===== src/rtl/pbrr_pkg.sv =====
`timescale 1ns / 1ps
// Shared types and constants of the priority bitmap round-robin scheduler.
package pbrr_pkg;
	localparam int MaxTasks   = 32;
	localparam int PrioLevels = 32;
	localparam int TW = $clog2(MaxTasks);
	localparam int PW = $clog2(PrioLevels);

	localparam logic [2:0] ACT_ADD    = 3'd0;
	localparam logic [2:0] ACT_STATUS = 3'd1;
	localparam logic [2:0] ACT_WAKE   = 3'd2;
	localparam logic [2:0] ACT_EXIT   = 3'd3;
	localparam logic [2:0] ACT_RESCH  = 3'd4;
	localparam logic [2:0] ACT_RUN    = 3'd5;

	localparam logic [1:0] ST_STOPPED = 2'd0;
	localparam logic [1:0] ST_WAITING = 2'd2;
	localparam logic [1:0] ST_RUNNING = 2'd3;

	typedef struct packed {
		logic [2:0] action;
		logic [4:0] task_id;
		logic [1:0] new_status;
		logic [4:0] priority_req;
	} in_word_t;

	typedef struct packed {
		logic [4:0] slot_out;
		logic       ok;
		logic       switched;
		logic       active_valid;
	} out_word_t;

	// controller to datapath
	typedef struct packed {
		logic load;    // capture input word
		logic decide;  // resolve lookups
		logic commit;  // write tables, build result
	} dp_cmd_t;
endpackage


===== src/rtl/priority_bitmap_round_robin_scheduler_unit.sv =====
`timescale 1ns / 1ps
// Priority bitmap scheduler with one round-robin run queue per level. One word is
// handled at a time: after the accepting edge come a table lookup state and a table
// update state that registers the result word. The result holds until taken, and the
// next word is accepted in the cycle after it leaves. Tables are clear at reset.
module priority_bitmap_round_robin_scheduler_unit (
	input  logic                clk,
	input  logic                arst_n,
	input  logic                in_valid,
	output logic                in_ready,
	input  pbrr_pkg::in_word_t  in_data,
	output logic                out_valid,
	input  logic                out_ready,
	output pbrr_pkg::out_word_t out_data
);
	import pbrr_pkg::*;

	dp_cmd_t cmd;

	pbrr_ctrl u_ctrl (
		.clk, .arst_n, .in_valid, .in_ready, .out_valid, .out_ready, .cmd
	);

	pbrr_datapath u_dp (
		.clk, .arst_n, .cmd, .in_word(in_data), .res(out_data)
	);
endmodule


===== src/rtl/pbrr_datapath.sv =====
`timescale 1ns / 1ps
// Task tables, run queues and the per-action update logic.
module pbrr_datapath (
	input  logic               clk,
	input  logic               arst_n,
	input  pbrr_pkg::dp_cmd_t  cmd,
	input  pbrr_pkg::in_word_t in_word,
	output pbrr_pkg::out_word_t res
);
	import pbrr_pkg::*;

	logic [MaxTasks-1:0]       used_q;
	logic [PW-1:0]             prio_q [MaxTasks];
	logic [1:0]                stat_q [MaxTasks];
	logic [TW-1:0]             next_q [MaxTasks];
	logic [TW-1:0]             prevl_q[MaxTasks];
	logic [TW-1:0]             head_q [PrioLevels];
	logic [TW-1:0]             tail_q [PrioLevels];
	logic [PrioLevels-1:0]     bmp_q;
	logic [TW-1:0]             act_q;
	logic                      actp_q, pend_q;
	in_word_t                  w_q;

	// decided values, registered between decide and commit
	logic [TW-1:0]  t_s1;     // addressed task
	logic           tok_s1;   // task valid / found
	logic [PW-1:0]  p_s1;     // its priority or picked level
	logic [TW-1:0]  th_s1, tt_s1, tn_s1, tp_s1;
	logic [1:0]     tst_s1;

	logic [TW-1:0]  free_c, t_c;
	logic           free_ok_c, tok_c;
	logic [PW-1:0]  top_c, p_c;

	always_comb begin
		free_c = '0;
		free_ok_c = 1'b0;
		for (int i = MaxTasks-1; i >= 0; i--)
			if (!used_q[i]) begin
				free_c = TW'(i);
				free_ok_c = 1'b1;
			end
		top_c = '0;
		for (int i = 0; i < PrioLevels; i++)
			if (bmp_q[i]) top_c = PW'(i);
		t_c = '0;
		tok_c = 1'b0;
		p_c = '0;
		case (w_q.action)
			ACT_STATUS, ACT_WAKE: begin
				t_c = TW'(w_q.task_id);
				tok_c = ({27'd0, w_q.task_id} < 32'(MaxTasks)) && used_q[t_c];
				p_c = prio_q[t_c];
			end
			ACT_EXIT: begin
				t_c = act_q;
				tok_c = actp_q;
				p_c = prio_q[t_c];
			end
			ACT_RUN: begin
				p_c = top_c;
				t_c = head_q[top_c];
				tok_c = |bmp_q;
			end
			ACT_ADD: begin
				t_c = free_c;
				tok_c = free_ok_c;
				p_c = (32'(w_q.priority_req) >= 32'(PrioLevels)) ? PW'(PrioLevels-1)
					: PW'(w_q.priority_req);
			end
			default: ;
		endcase
	end

	always_ff @(posedge clk) begin
		if (cmd.load) w_q <= in_word;
		if (cmd.decide) begin
			t_s1 <= t_c; tok_s1 <= tok_c; p_s1 <= p_c;
			th_s1 <= head_q[p_c]; tt_s1 <= tail_q[p_c];
			tn_s1 <= next_q[t_c]; tp_s1 <= prevl_q[t_c];
			tst_s1 <= stat_q[t_c];
		end
	end

	always_ff @(posedge clk or negedge arst_n) begin
		if (!arst_n) begin
			used_q <= '0; bmp_q <= '0; act_q <= '0; actp_q <= 1'b0; pend_q <= 1'b0;
			res <= '0;
			for (int i = 0; i < MaxTasks; i++) begin
				prio_q[i] <= '0; stat_q[i] <= '0; next_q[i] <= '0; prevl_q[i] <= '0;
			end
			for (int i = 0; i < PrioLevels; i++) begin
				head_q[i] <= '0; tail_q[i] <= '0;
			end
		end else if (cmd.commit) begin
			logic push, remove, on;
			logic [4:0] slot;
			logic okv, swv, ap;
			push = 1'b0; remove = 1'b0;
			slot = '0; okv = 1'b0; swv = 1'b0; ap = actp_q;
			on = tst_s1 >= ST_WAITING;
			case (w_q.action)
				ACT_ADD: if (tok_s1) begin
					used_q[t_s1] <= 1'b1; prio_q[t_s1] <= p_s1; stat_q[t_s1] <= ST_STOPPED;
					next_q[t_s1] <= '0; prevl_q[t_s1] <= '0;
					slot = 5'(t_s1); okv = 1'b1;
				end
				ACT_STATUS: if (tok_s1) begin
					if (w_q.new_status >= ST_WAITING) push = !on;
					else remove = on;
					stat_q[t_s1] <= w_q.new_status;
					okv = 1'b1;
				end
				ACT_WAKE: if (tok_s1) begin
					if (!on) begin
						push = 1'b1; stat_q[t_s1] <= ST_WAITING; pend_q <= 1'b1;
					end
					okv = 1'b1;
				end
				ACT_EXIT: if (tok_s1) begin
					used_q[t_s1] <= 1'b0; remove = on; stat_q[t_s1] <= ST_STOPPED;
					slot = 5'(t_s1); actp_q <= 1'b0; ap = 1'b0; pend_q <= 1'b1; okv = 1'b1;
				end
				ACT_RESCH: begin
					pend_q <= 1'b1; okv = 1'b1;
				end
				ACT_RUN: begin
					if (!pend_q) okv = 1'b1;
					else if (tok_s1) begin
						// rotate head to tail
						if (t_s1 != tt_s1) begin
							head_q[p_s1] <= tn_s1;
							next_q[tt_s1] <= t_s1;
							prevl_q[t_s1] <= tt_s1;
							tail_q[p_s1] <= t_s1;
						end
						if (!(actp_q && t_s1 == act_q)) begin
							if (actp_q && stat_q[act_q] == ST_RUNNING && act_q != t_s1)
								stat_q[act_q] <= ST_WAITING;
							stat_q[t_s1] <= ST_RUNNING;
							act_q <= t_s1; actp_q <= 1'b1; ap = 1'b1; swv = 1'b1;
						end
						pend_q <= 1'b0; okv = 1'b1;
					end
					slot = ap ? (swv ? 5'(t_s1) : 5'(act_q)) : 5'd0;
				end
				default: ;
			endcase
			if (push) begin
				if (!bmp_q[p_s1]) begin
					head_q[p_s1] <= t_s1; tail_q[p_s1] <= t_s1; bmp_q[p_s1] <= 1'b1;
				end else begin
					next_q[t_s1] <= th_s1; prevl_q[th_s1] <= t_s1; head_q[p_s1] <= t_s1;
				end
			end
			if (remove) begin
				if (th_s1 == t_s1 && tt_s1 == t_s1) bmp_q[p_s1] <= 1'b0;
				else if (th_s1 == t_s1) head_q[p_s1] <= tn_s1;
				else if (tt_s1 == t_s1) tail_q[p_s1] <= tp_s1;
				else begin
					next_q[tp_s1] <= tn_s1; prevl_q[tn_s1] <= tp_s1;
				end
			end
			res <= '{slot_out: slot, ok: okv, switched: swv, active_valid: ap};
		end
	end
endmodule


===== src/rtl/pbrr_ctrl.sv =====
`timescale 1ns / 1ps
// Sequencer: load, decide, commit, then hold the result word until taken.
module pbrr_ctrl (
	input  logic              clk,
	input  logic              arst_n,
	input  logic              in_valid,
	output logic              in_ready,
	output logic              out_valid,
	input  logic              out_ready,
	output pbrr_pkg::dp_cmd_t cmd
);
	import pbrr_pkg::*;

	typedef enum logic [3:0] {
		S_IDLE   = 4'b0001,
		S_DECIDE = 4'b0010,
		S_COMMIT = 4'b0100,
		S_OUT    = 4'b1000
	} state_t;

	state_t state_q;

	assign in_ready  = state_q == S_IDLE;
	assign out_valid = state_q == S_OUT;
	assign cmd.load   = in_valid && in_ready;
	assign cmd.decide = state_q == S_DECIDE;
	assign cmd.commit = state_q == S_COMMIT;

	always_ff @(posedge clk or negedge arst_n) begin
		if (!arst_n) begin
			state_q <= S_IDLE;
		end else begin
			case (state_q)
				S_IDLE:   if (in_valid) state_q <= S_DECIDE;
				S_DECIDE: state_q <= S_COMMIT;
				S_COMMIT: state_q <= S_OUT;
				S_OUT:    if (out_ready) state_q <= S_IDLE;
				default:  state_q <= S_IDLE;
			endcase
		end
	end
endmodule

===== config.mk =====
export PLATFORM = sky130hd
export DESIGN_NAME = priority_bitmap_round_robin_scheduler_unit
export DESIGN_NICKNAME = d
export VERILOG_FILES = /design/src/rtl/pbrr_pkg.sv /design/src/rtl/priority_bitmap_round_robin_scheduler_unit.sv /design/src/rtl/pbrr_datapath.sv /design/src/rtl/pbrr_ctrl.sv
export SDC_FILE = /design/constraint.sdc
export NUM_CORES = 2
export LEC_CHECK = 0
export BUFFER_PORTS_ARGS = -buffer_cell sky130_fd_sc_hd__clkbuf_2
export CELL_PAD_IN_SITES_DETAIL_PLACEMENT = 1
export CELL_PAD_IN_SITES_GLOBAL_PLACEMENT = 2
export CORE_UTILIZATION = 44
export DETAILED_ROUTE_END_ITERATION = 8
export PLACE_DENSITY_LB_ADDON = 0.3
export SLEW_MARGIN = 10
export SYNTH_ARGS = -nofsm -noshare
export SYNTH_HDL_FRONTEND = slang
export SYNTH_HIERARCHICAL = 1
export SYNTH_SLANG_ARGS = --single-unit

===== constraint.sdc =====
create_clock -name clk -period 11.9 [get_ports clk]
set_input_delay 1.19 -clock clk [delete_from_list [all_inputs] [get_ports clk]]
set_output_delay 1.19 -clock clk [all_outputs]
set_load 0.01 [all_outputs]

# Word level (Yosys, flattened, before mapping)
# Index checks and enable logic that the tools add are counted.
# W data, S select, Z words.
[word_totals] word_cells=600 register_bits=995 out_inout_bits=10
[classes] bitwise_logic=30 muxes=274 eq_ne=26 order_cmp=25 reduce_logical=31
[ops] op="$mux W160" count=46
[ops] op="$bwmux W160" count=13
[ops] op="$mux W64" count=13
[ops] op="$pmux W160 S2" count=2
[ops] op="$mux W5" count=71
[ops] op="$and A160 B160 Y160" count=2
[ops] op="$pmux W64 S4" count=1
[ops] op="$mux W32" count=7
[ops] op="$bmux W5 S5" count=7
[ops] op="$not A160 Y160" count=1
[ops] op="$demux W5 S5" count=6
[ops] op="$and A32 B32 Y32" count=4
[ops] op="$not A32 Y32" count=4
[ops] op="$or A32 B32 Y32" count=4
[ops] op="$ge A6 B6 Y1 const B" count=11
[ops] op="$not A5 Y6" count=11
[ops] op="$mux W1" count=65
[ops] op="$and A64 B64 Y64" count=1
[ops] op="$bwmux W64" count=1
[ops] op="$not A64 Y64" count=1
[ops] op="$or A64 B64 Y64" count=1
[ops] op="$pmux W32 S2" count=1
[ops] op="$lt A6 B1 Y1 const B" count=7
[ops] op="$mux W4" count=10
[ops] op="other kinds (41)" count=96

# Logic depth before layout (Yosys ltp)
[logic_depth] depth_word=40 mapped_depth=19 ltp_nobuf=14

# By module
# The synthesis kept the hierarchy.
[modules_own_cells] module="pbrr_datapath" area_per_inst_um2=59847.4 cells_per_inst=6955 instances=1 seq_area_each_um2=24178.2
[modules_own_cells] module="pbrr_ctrl" area_per_inst_um2=211.5 cells_per_inst=19 instances=1 seq_area_each_um2=101.3

# Least setup slack after synthesis
# OpenSTA, ideal clock, no wires.
[synth_timing] path_type="register to register" from="reg u_dp.bmp_q[11]" to="reg u_dp.tp_s1[2], data pin" setup_time_ns=0.268 stages_incl_launch_ff=17 t_arrival_ns=3.671 synth_period_minus_slack_ns=3.939 t_required_ns=11.632 path_slack_ns=7.961 cell_sequence="dfrtp_1 -> or4_4 -> o211a_4 -> o21ai_4 -> mux4_1 -> nand2_1 -> o211ai_2 -> and4b_1 -> and2_4 -> buf_6 -> inv_8 -> buf_12 -> buf_4 -> a2111oi_0 -> a311oi_1 -> o211ai_1 -> a32oi_1"
[synth_between] elab_chain_cells=30
[synth_lines] item="from (decl)" line_no="pbrr_datapath.sv:19" text="logic [PrioLevels-1:0] bmp_q;"
[synth_lines] item="from (signal assigned)" line_no="pbrr_datapath.sv:87" text="used_q <= '0; bmp_q <= '0; act_q <= '0; actp_q <= 1'b0; pend_q <= 1'b0;"
[synth_lines] item="from (signal, indexed assignment)" line_no="pbrr_datapath.sv:151" text="head_q[p_s1] <= t_s1; tail_q[p_s1] <= t_s1; bmp_q[p_s1] <= 1'b1;"
[synth_lines] item="from (signal, indexed assignment)" line_no="pbrr_datapath.sv:157" text="if (th_s1 == t_s1 && tt_s1 == t_s1) bmp_q[p_s1] <= 1'b0;"
[synth_lines] item="$mux W4 (5 in series)" line_no="pbrr_datapath.sv:45" text="if (bmp_q[i]) top_c = PW'(i);"
[synth_lines] item="$mux W5 (16 in series)" line_no="pbrr_datapath.sv:45"
[synth_lines] item="$not A5 Y6 (not written as such)" line_no="pbrr_datapath.sv:62" text="t_c = head_q[top_c];"
[synth_lines] item="$bmux W5 S5" line_no="pbrr_datapath.sv:62"
[synth_lines] item="$mux W5 (not written as such) (2 in series)" line_no="pbrr_datapath.sv:62"
[synth_lines] item="$pmux W5 S4" line_no="pbrr_datapath.sv:49" text="case (w_q.action)"
[synth_lines] item="$not A5 Y6 (not written as such)" line_no="pbrr_datapath.sv:80" text="tn_s1 <= next_q[t_c]; tp_s1 <= prevl_q[t_c];"
[synth_lines] item="$bmux W5 S5" line_no="pbrr_datapath.sv:80"
[synth_lines] item="$mux W5 (not written as such) (2 in series)" line_no="pbrr_datapath.sv:80"
[synth_lines] item="to (signal assigned)" line_no="pbrr_datapath.sv:80"
[synth_lines] item="to (decl)" line_no="pbrr_datapath.sv:28" text="logic [TW-1:0] th_s1, tt_s1, tn_s1, tp_s1;"
# No other way between the ends. The select of a mux whose other input is x is not followed.
# A chain may end at the register's enable or synchronous reset.

# Worst setup path after layout
[layout_timing] from="reg u_dp.bmp_q[28]" to="reg u_dp.tp_s1[4], data pin"
[layout_between] elab_chain_cells=13
[layout_lines] item="$mux W5 (4 in series)" line_no="pbrr_datapath.sv:45"
[layout_lines] item="$not A5 Y6 (not written as such)" line_no="pbrr_datapath.sv:62"
[layout_lines] item="$bmux W5 S5" line_no="pbrr_datapath.sv:62"
[layout_lines] item="$mux W5 (not written as such) (2 in series)" line_no="pbrr_datapath.sv:62"
[layout_lines] item="$pmux W5 S4" line_no="pbrr_datapath.sv:49"
[layout_lines] item="$not A5 Y6 (not written as such)" line_no="pbrr_datapath.sv:80"
[layout_lines] item="$bmux W5 S5" line_no="pbrr_datapath.sv:80"
[layout_lines] item="$mux W5 (not written as such) (2 in series)" line_no="pbrr_datapath.sv:80"
# No other way between the ends. The select of a mux whose other input is x is not followed.

==> reports/qor.txt <==
Initial Util = 0.443
Ports = 29
Register area share after synthesis = 0.404
Synthesized instance count = 6974
Slew margin rel. = 0.117
Hold Violations, Final = 0
Vias in the first global route = 59.6k
Setup TNS = 0 ps
Share of cells above drive strength 1 = 0.123
Tightest Hold Check Type = in -> async
First-pass GRT wire length = 413 mm
Most common cell after layout, fill and taps aside = a21oi_1
CP most frequent cell = buf_4
Slew @ Worst Pin = 1320 ps
Top Family by Delay on Critical Path = simple AND/OR/NAND/NOR gates
Synth Register Bits = 961
Final WL = 283 mm
Vias per Instance = 6.95
Status = finished, final reports clean
Post-Syn Area = 60100 um^2
Most frequent cells in the layout = a21oi_1 (1067), nor2_1 (1009), dfrtp_1 (912)
Minimum clock period = 7340 ps
Design Area, Final = 65700 um^2
Pwr per Cell Area = 179 nW/um^2
Post-synth cell types = 94
H-tree depth = 3
Grt ovf = 0
Router iterations before antenna repair = 5
Die footprint = 138000 um^2
Area grow syn2layout = 9.39%
Post-CTS setup buffer count = 0
Crit-path max FO = 70
Gr usage total = 0.405
Clk slew on worst S/H paths = 70 ps
Ys async rst share = 0.952
Yosys Warn Count = 6
Synth Net Count = 6993
Final HPWL DP = 184 mm
Max incr delay on CP = 1010 ps
Detail Route Antenna Nets = 0
# DRC = 0
Total Power = 0.0118 W
Max_cap viols = 0
Post-synth EDFFs = 46
Initial antenna violation count = 9
Clock Root Buffer = clkbuf_16
Type of origin of the critical path = flip-flop
Launch point of the worst path = u_dp/bmp_q[28]
Post-route clock period utilization = 0.617
DR vias = 60.0k
Syn_area_per_cell = 8.61 um^2
Worst Skew = 81.1 ps
# nets final = 6765
CP Data Required Time = 12410 ps
Num rows = 135
Num CTS Buffers = 113
Die width = 371 um
Max Root-Sink Buffers = 3
FILL cells = 15.6k
Iteration-0 DRC count of the detailed router = 6718
Fmax = 136 MHz
Core area = 135000 um^2
WP buf/inv = 4
Nature of the critical path endpoint = flip-flop
CTS tree = yes
Top_reg_cell synth = dfrtp_1
Area after DPL = 61800 um^2
Slowest CP cell = nor2_1
Clock Latency Late Sink = 790 ps
RSZ-0062 raised after global routing = no
Slew Viols, Final = 0
Peak supply drop = 0.000172 V
Reg2reg start = u_dp/bmp_q[28]
Post-CTS Resized = 0
Number of port buffers = 27
Hold Buf Count CTS = 0
Hold_ws = 373 ps
Multi-input logic area = 33400 um^2
Final GP Congestion = 0.960
CTS sink cnt = 961
Lkg Pwr = 26.6 nW
Reg area = 24300 um^2
Arrival time at the worst endpoint = 7850 ps
Critical-path cell list = o31ai_1 > a31oi_1 > buf_4 > nor2_4 > buf_4 > mux2_2 > o211ai_1 > a21oi_1 > nor2_1 > and2_4 > inv_4 > buf_4 > mux2i_1 > o221ai_1 > a31oi_1 > a22oi_1
DR WL/cell = 32.8 um
Chip height = 371 um
Pin count of the biggest net entering global routing = 147
Final setup violation count = 0
Crit path kind = reg -> reg
## synth_stat cells (8+ instances only)
library cell  number  share of area
nand2_1          688          0.043
a211o_1           17         0.0025
and3_1            21         0.0022
xnor2_1           11         0.0016
clkbuf_1         427          0.027
o22a_1            11         0.0016
and2_1            18         0.0019
o221ai_1          49         0.0071
mux2_2           233          0.044
o211ai_1          47         0.0059
mux2i_1          440          0.073
nand2b_1          16         0.0017
nand3b_1          10         0.0012
nor2b_1           14         0.0015
a22o_1            15         0.0022
a32oi_1           13         0.0019
a221oi_1          52         0.0076
nor2_1          1017          0.064
buf_1             52         0.0032
nor3_1            89         0.0074
nor3b_1            8         0.0010
a31oi_1           75         0.0078
mux4_2           122          0.046
nor4_1            10         0.0010
o21ai_0          600          0.050
nand3_1          146          0.012
o2111ai_1         14         0.0020
inv_1             57         0.0036
nand4_1           23         0.0024
a211oi_1         132          0.016
edfxtp_1          46          0.023
or2_2             17         0.0018
a2bb2oi_1          9         0.0013
a22oi_1          218          0.027
o22ai_1           55         0.0057
a32o_1             8         0.0013
or3_1             15         0.0016
a21oi_1         1067          0.089
dfrtp_1          914           0.38
buf_2             64         0.0053
buf_4              9         0.0011
## worst paths after layout
check                                   end  slack (ps)  cells past startpoint
max                           u_dp/tp_s1[4]        4560                     16
min                         u_dp/next_q[49]         370                      1
max reg2reg                   u_dp/tp_s1[4]        4560                     16
min reg2reg                u_dp/tail_q[104]         480                      2
max in group asynchronous  u_dp/tail_q[152]        8780                      4
min in group clk           u_dp/tail_q[104]         480                      2
## power breakdown
| part | internal, W | switching (W) |
|---|---|---|
| Combinational | 0.00123 | 0.00254 |
| Sequential | 0.00379 | 0.000518 |
| Clock | 0.00213 | 0.00159 |
## cells by family after synthesis
| kind of cell | Yosys count | share of synthesized area |
|---|---|---|
| and+or+nand+nor | 2123 | 0.147 |
| buffers and inverters | 624 | 0.0422 |
| AOI/OAI and AO/OA | 2452 | 0.241 |
| xor gates and xnor gates | 16 | 0.00233 |
| muxes | 798 | 0.164 |
| DFF | 961 | 0.404 |
## area by class of cell
class,count,area share
diodes,3,0.000114
repair buffers,217,0.0245
flip-flops and latches,961,0.370
clock inverters,40,0.00817
well taps,1781,0.0339
multi-input cells,5389,0.509
inverters,64,0.00383
clock buffers,173,0.0512
## per-stage QoR
step                utilization  std cells  worst slack, ps
floorplan                     -       6974             7960
global placement          0.456       8411             5090
detailed placement        0.456       8412             5040
CTS                       0.485       8625             5010
global route              0.485       8625             4490
finish                    0.485       8628             4560
## worst register-to-register path, cell delays in order, from the launching register on
cell      delay, ps
dfrtp_1         470
o31ai_1         620
a31oi_1         110
buf_4           220
nor2_4          100
buf_4           600
mux2_2          460
o211ai_1        220
a21oi_1         100
nor2_1         1010
and2_4          760
inv_4           430
buf_4           550
mux2i_1         690
o221ai_1        220
a31oi_1         380
a22oi_1         140
## layer usage
metal	vias to the layer above	share of wire	GRT usage
met2	3250	0.44	0.612
li1	25100	-	-
met4	8	0.078	0.272
met5	-	0.00088	0
met3	1037	0.091	0.0840
met1	30600	0.39	0.522
## flip-flops by register name, indices dropped and copies added, names as in the netlist, named ones only
| signal | flops |
|---|---|
| u_dp/tail_q | 160 |
| u_dp/t_s1 | 5 |
| u_dp/w_q | 14 |
| u_dp/tt_s1 | 5 |
| u_dp/stat_q | 32 |
| u_dp/tp_s1 | 5 |
| u_ctrl/state_q | 4 |
| u_dp/head_q | 160 |
| u_dp/next_q | 160 |
| u_dp/prevl_q | 160 |
| u_dp/tst_s1 | 1 |
| u_dp/act_q | 5 |
| u_dp/p_s1 | 5 |
| u_dp/actp_q | 1 |
| u_dp/res | 8 |
| u_dp/bmp_q | 32 |
| u_dp/th_s1 | 5 |
| u_dp/pend_q | 1 |
| u_dp/tok_s1 | 1 |
| u_dp/prio_q | 160 |
| u_dp/tn_s1 | 5 |
(Power assumes the default switching activity.)
